==> config.mk <==
export PLATFORM = sky130hd
export DESIGN_NAME = ifdc_core
export DESIGN_NICKNAME = d
export VERILOG_FILES = /design/src/rtl/ifdc_pkg.sv /design/src/rtl/ifdc_core.sv
export SDC_FILE = /design/constraint.sdc
export NUM_CORES = 1
export LEC_CHECK = 0
export ABC_AREA = 1
export BUFFER_PORTS_ARGS = -buffer_cell sky130_fd_sc_hd__buf_2
export CAP_MARGIN = 30
export CELL_PAD_IN_SITES_DETAIL_PLACEMENT = 1
export CELL_PAD_IN_SITES_GLOBAL_PLACEMENT = 1
export CORE_MARGIN = 4
export CORE_UTILIZATION = 34
export DETAILED_ROUTE_END_ITERATION = 8
export PLACE_DENSITY = 0.78
export SETUP_SLACK_MARGIN = 0.1
export SLEW_MARGIN = 20
export SYNTH_ARGS = -nofsm -noshare
export SYNTH_HDL_FRONTEND = slang
export SYNTH_SLANG_ARGS = --single-unit
==> constraint.sdc <==
create_clock -name aclk -period 2.4 [get_ports aclk]
set_input_delay 0.48 -clock aclk [delete_from_list [all_inputs] [get_ports aclk]]
set_output_delay 0.48 -clock aclk [all_outputs]
set_load 0.05 [all_outputs]
==> src/rtl/ifdc_pkg.sv <==
package ifdc_pkg;

    localparam int BYTE_W  = 8;
    localparam int KIND_W  = 2;
    localparam int INDEX_W = 3;

    // result kinds
    localparam logic [KIND_W-1:0] KIND_DATA    = 2'd0;
    localparam logic [KIND_W-1:0] KIND_GOOD    = 2'd1;
    localparam logic [KIND_W-1:0] KIND_BCC_ERR = 2'd2;

    // configuration register indexes
    localparam logic [INDEX_W-1:0] REG_FLAG    = 3'd0;
    localparam logic [INDEX_W-1:0] REG_ESCAPE  = 3'd1;
    localparam logic [INDEX_W-1:0] REG_MASK    = 3'd2;
    localparam logic [INDEX_W-1:0] REG_ADDRESS = 3'd3;
    localparam logic [INDEX_W-1:0] REG_CTRL0   = 3'd4;
    localparam logic [INDEX_W-1:0] REG_CTRL1   = 3'd5;

    // register reset values
    localparam logic [BYTE_W-1:0] RST_FLAG    = 8'h7E;
    localparam logic [BYTE_W-1:0] RST_ESCAPE  = 8'h7D;
    localparam logic [BYTE_W-1:0] RST_MASK    = 8'h20;
    localparam logic [BYTE_W-1:0] RST_ADDRESS = 8'h03;
    localparam logic [BYTE_W-1:0] RST_CTRL0   = 8'h00;
    localparam logic [BYTE_W-1:0] RST_CTRL1   = 8'h40;
    localparam logic [BYTE_W-1:0] XOR_INIT    = 8'h00;

    typedef enum logic [2:0] {
        PH_HUNT = 3'd0,
        PH_ADDR = 3'd1,
        PH_CTRL = 3'd2,
        PH_BCC1 = 3'd3,
        PH_BODY = 3'd4
    } phase_t;

    typedef struct packed {
        logic [BYTE_W-1:0] flag_value;
        logic [BYTE_W-1:0] escape_value;
        logic [BYTE_W-1:0] stuff_mask;
        logic [BYTE_W-1:0] address_value;
        logic [BYTE_W-1:0] ctrl_seq0;
        logic [BYTE_W-1:0] ctrl_seq1;
    } cfg_t;

    typedef struct packed {
        logic [KIND_W-1:0] out_kind;
        logic [BYTE_W-1:0] data_byte;
        logic              seq_number;
        logic              reply_is_reject;
        logic              reply_number;
    } result_t;

endpackage

==> src/rtl/ifdc_core.sv <==
module ifdc_core (
    input  logic                        aclk,
    input  logic                        aresetn,
    input  logic                        step_en,
    input  logic [ifdc_pkg::BYTE_W-1:0] rx_byte,
    input  ifdc_pkg::cfg_t              cfg,
    output logic                        res_valid,
    output ifdc_pkg::result_t           res
);
    import ifdc_pkg::*;

    phase_t            phase_reg,      phase_next;
    logic              seq_reg,        seq_next;
    logic              esc_reg,        esc_next;
    logic              held_valid_reg, held_valid_next;
    logic [BYTE_W-1:0] held_reg,       held_next;
    logic [BYTE_W-1:0] xor_reg,        xor_next;

    logic              is_flag;
    logic              is_escape;
    logic [BYTE_W-1:0] ctrl_sel;
    logic [BYTE_W-1:0] body_value;
    logic              body_take;

    assign is_flag   = (rx_byte == cfg.flag_value);
    assign is_escape = (rx_byte == cfg.escape_value);
    assign ctrl_sel  = seq_reg ? cfg.ctrl_seq1 : cfg.ctrl_seq0;

    // a body byte lands in the hold register unless it is a flag or a fresh escape
    assign body_take  = !is_flag && (esc_reg || !is_escape);
    assign body_value = esc_reg ? (rx_byte ^ cfg.stuff_mask) : rx_byte;

    // next state
    always_comb begin
        phase_next      = phase_reg;
        seq_next        = seq_reg;
        esc_next        = esc_reg;
        held_valid_next = held_valid_reg;
        held_next       = held_reg;
        xor_next        = xor_reg;
        if (step_en) begin
            case (phase_reg)
                PH_ADDR: begin
                    if (rx_byte == cfg.address_value) begin
                        phase_next = PH_CTRL;
                    end else if (!is_flag) begin
                        phase_next = PH_HUNT;
                    end
                end
                PH_CTRL: begin
                    if (rx_byte == cfg.ctrl_seq0) begin
                        seq_next   = 1'b0;
                        phase_next = PH_BCC1;
                    end else if (rx_byte == cfg.ctrl_seq1) begin
                        seq_next   = 1'b1;
                        phase_next = PH_BCC1;
                    end else if (is_flag) begin
                        phase_next = PH_ADDR;
                    end else begin
                        phase_next = PH_HUNT;
                    end
                end
                PH_BCC1: begin
                    if (rx_byte == (cfg.address_value ^ ctrl_sel)) begin
                        esc_next        = 1'b0;
                        held_valid_next = 1'b0;
                        held_next       = '0;
                        xor_next        = XOR_INIT;
                        phase_next      = PH_BODY;
                    end else if (is_flag) begin
                        phase_next = PH_ADDR;
                    end else begin
                        phase_next = PH_HUNT;
                    end
                end
                PH_BODY: begin
                    if (is_flag) begin
                        esc_next = 1'b0;
                        if (held_valid_reg) begin
                            // closing flag doubles as the next opening flag
                            held_valid_next = 1'b0;
                            held_next       = '0;
                            xor_next        = XOR_INIT;
                            phase_next      = PH_ADDR;
                        end
                    end else if (body_take) begin
                        esc_next        = 1'b0;
                        held_next       = body_value;
                        held_valid_next = 1'b1;
                        if (held_valid_reg) begin
                            xor_next = xor_reg ^ held_reg;
                        end
                    end else begin
                        esc_next = 1'b1;
                    end
                end
                default: begin
                    phase_next = is_flag ? PH_ADDR : PH_HUNT;
                end
            endcase
        end
    end

    // outputs
    always_comb begin
        res_valid           = 1'b0;
        res.out_kind        = KIND_DATA;
        res.data_byte       = '0;
        res.seq_number      = seq_reg;
        res.reply_is_reject = 1'b0;
        res.reply_number    = 1'b0;
        if (step_en && phase_reg == PH_BODY && held_valid_reg) begin
            if (is_flag) begin
                res_valid = 1'b1;
                if (held_reg == xor_reg) begin
                    res.out_kind     = KIND_GOOD;
                    res.reply_number = !seq_reg;
                end else begin
                    res.out_kind        = KIND_BCC_ERR;
                    res.reply_is_reject = 1'b1;
                    res.reply_number    = seq_reg;
                end
            end else if (body_take) begin
                res_valid     = 1'b1;
                res.data_byte = held_reg;
            end
        end
    end

    always_ff @(posedge aclk) begin
        if (!aresetn) begin
            phase_reg      <= PH_HUNT;
            seq_reg        <= 1'b0;
            esc_reg        <= 1'b0;
            held_valid_reg <= 1'b0;
            held_reg       <= '0;
            xor_reg        <= XOR_INIT;
        end else begin
            phase_reg      <= phase_next;
            seq_reg        <= seq_next;
            esc_reg        <= esc_next;
            held_valid_reg <= held_valid_next;
            held_reg       <= held_next;
            xor_reg        <= xor_next;
        end
    end

endmodule

==> results.txt <==
Cells after Synth -> 485
Design Power -> 1.25 mW
final hold viol count -> 0
initial core utilization -> 35.2%
Synth Cell Area -> 2580 um^2
GRT overflow -> 0
WP data arrival -> 1800 ps
H-tree levels -> 1
Fin Hold WS -> 502 ps
layout cell share with drive strength beyond 1 -> 27.6%
GP Congestion -> 0.839
startpoint types -> flop
DR WL/cell -> 13.6 um
Max Cap Viol -> 0
outcome -> finished clean
crit path cell chain -> inv_2, nor3_4, inv_2, nor3_4, inv_2, buf_6, nor3_2, buf_6
DRC -> 0
DR vias/cell -> 4.70
crit share post-route -> 95.1%
CP endpoint kind -> output port
DP HPWL -> 7220 um
Worst path top cell family by delay -> simple AND/OR/NAND/NOR gates
area grow syn2layout -> 35.8%
Die ar. -> 9050 um^2
count of cell types in the netlist -> 32
Die Ht -> 95.1 um
port bufs -> 72
Clock Sinks -> 22
largest net degree at the start of global routing -> 22
first-pass GRT wire length -> 14000 um
clock root buffer master -> clkbuf_8
#FFs+latches synth -> 22
# setup viols final -> 0
Lkg Pwr -> 1.93 nW
Synth Warn # -> 0
Slew @ Worst Pin -> 400 ps
Buf+Inv Stages, Crit Path -> 5
worst hold-check path type -> input pin to flop
Final Core Density -> 47.8%
antenna cells -> 0
worst skew pair latency -> 280 ps
CTS Buf Count -> 3
FFs w/ async S/R, synth -> 0%
max-slew violation count -> 0
Reg clk slew, reported paths -> 90 ps
Setup TNS -> 0 ps
critical path class -> flop to output port
CP peak stage delay -> 350 ps
Global Route Usage Sum -> 19.3%
number of global-route vias before repair -> 3147
initial antenna violation count -> 0
RSZ-0062 raised after global routing -> yes
Final Critical Period -> 2280 ps
via count -> 3133
CTS tree -> built
IO Pins -> 73
fin nets -> 628
Core Area -> 7330 um^2
Mapped Nets -> 544
drt initial violations -> 86
first-pass iteration count of the detailed router -> 4
Post-synth EDFFs -> 0
PwrDens -> 356 nW/um^2
Setup Skew -> 1.15 ps
Die X -> 95.1 um
Rows -> 31
CP most frequent cell -> inv_2
sequential fraction of the synthesis area -> 17.1%
ys flop type -> dfxtp_1
Hold Buf Count CTS -> 0
Worst Path Required -> 1920 ps
CP max-delay cell -> dfxtp_2
Syn Area/Cell -> 5.32 um^2
Detail Route Antenna Nets -> 0
Max Fclk -> 0.438 GHz
Max VDD drop -> 0.000245 V
Worst slew margin -> 73.3%
CTS Buffer Depth -> 2
Max FO, Critical Path -> 6
Post-Route WL -> 9060 um
-- cell usage in the layout, fill, tap and decap left out, drive strengths merged --
cell and instances:
nand3 11, nor3b 8, dfxtp 22, bufinv 1, nand4 1, o21ai 7, or2 1, inv 61
a21oi 9, xnor2 15, xor2 16, nor3 11, nand2 229, o21bai 8, clkinv 1, clkbuf 3
nor2 63, buf 98, nor4 2, o31ai 1
-- synthesized netlist by cell type, types with 7 or more instances --
| master | number | area [um^2] |
|---|---|---|
| xor2_1 | 16 | 140 |
| nor3_1 | 10 | 50.1 |
| a21oi_1 | 8 | 40.0 |
| nand2_1 | 224 | 841 |
| nor2_1 | 61 | 229 |
| nor3b_1 | 7 | 52.6 |
| xnor2_1 | 15 | 131 |
| dfxtp_1 | 22 | 440 |
| nand3_1 | 10 | 50.1 |
| o21bai_1 | 7 | 52.6 |
| buf_2 | 7 | 35.0 |
| inv_1 | 55 | 206 |
-- layout make-up --
cell class | count | area, um^2
fillers | 1046 | 3820
clock inverters | 1 | 30.0
multi-input cells | 382 | 1970
repair buffers | 98 | 661
well taps | 99 | 124
flip-flops and latches | 22 | 445
inverters | 62 | 235
clock buffers | 3 | 41.3
-- where the power goes --
| group | switching, mW | internal [mW] | total (mW) |
|---|---|---|---|
| Combinational | 0.283 | 0.195 | 0.478 |
| Clock | 0.148 | 0.223 | 0.371 |
| Sequential | 0.0145 | 0.386 | 0.400 |
-- cells by family after synthesis --
group | Yosys count | synth area share [%]
and+or+nand+nor | 326 | 52.3
buffers and inverters | 81 | 14.0
xor gates and xnor gates | 31 | 10.5
AOI/OAI and AO/OA | 25 | 6.16
DFF | 22 | 17.1
-- worst min-delay path: stages --
cell     delay (ps)
buf_2           120
nand3_1          80
a21oi_1          60
-- stage by stage --
step | std cells | worst slack, ps | cell area (um^2)
2_1_floorplan | 485 | -104 | 2660
3_3_place_gp | 657 | 60.9 | 3170
3_5_place_dp | 657 | 27.5 | 3170
4_1_cts | 661 | 55.9 | 3300
5_1_grt | 667 | 35.8 | 3510
6_report | 667 | 118 | 3510
-- what timing repair did --
item                                    4_1_cts  5_1_grt
setup buffers                                 0        6
resized for setup                            20       44
endpoints found under the setup margin       13       13
pin swaps                                     1        6
-- path summary, 6_finish.rpt --
| kind | start | end | slack [ps] | cells past startpoint |
|---|---|---|---|---|
| hold / removal | step_en | seq_reg$_SDFFE_PN0P_ | 500 | 3 |
| setup reg to reg | seq_reg$_SDFFE_PN0P_ | held_reg[0]$_SDFFE_PN0P_ | 480 | 12 |
| setup / recovery | phase_reg[2]$_SDFFE_PN0P_ | res[10] | 120 | 8 |
| hold reg to reg | phase_reg[2]$_SDFFE_PN0P_ | phase_reg[2]$_SDFFE_PN0P_ | 520 | 2 |
-- per-layer routing --
layer	track usage (%)	share of wire [%]	up-vias
met1	23.7	44	1468
met5	0	0	-
met4	1.80	0.21	0
li1	-	-	1611
met2	36.8	52	50
met3	2.29	3.3	4
Note: power is estimated with default switching activity, not from simulation.
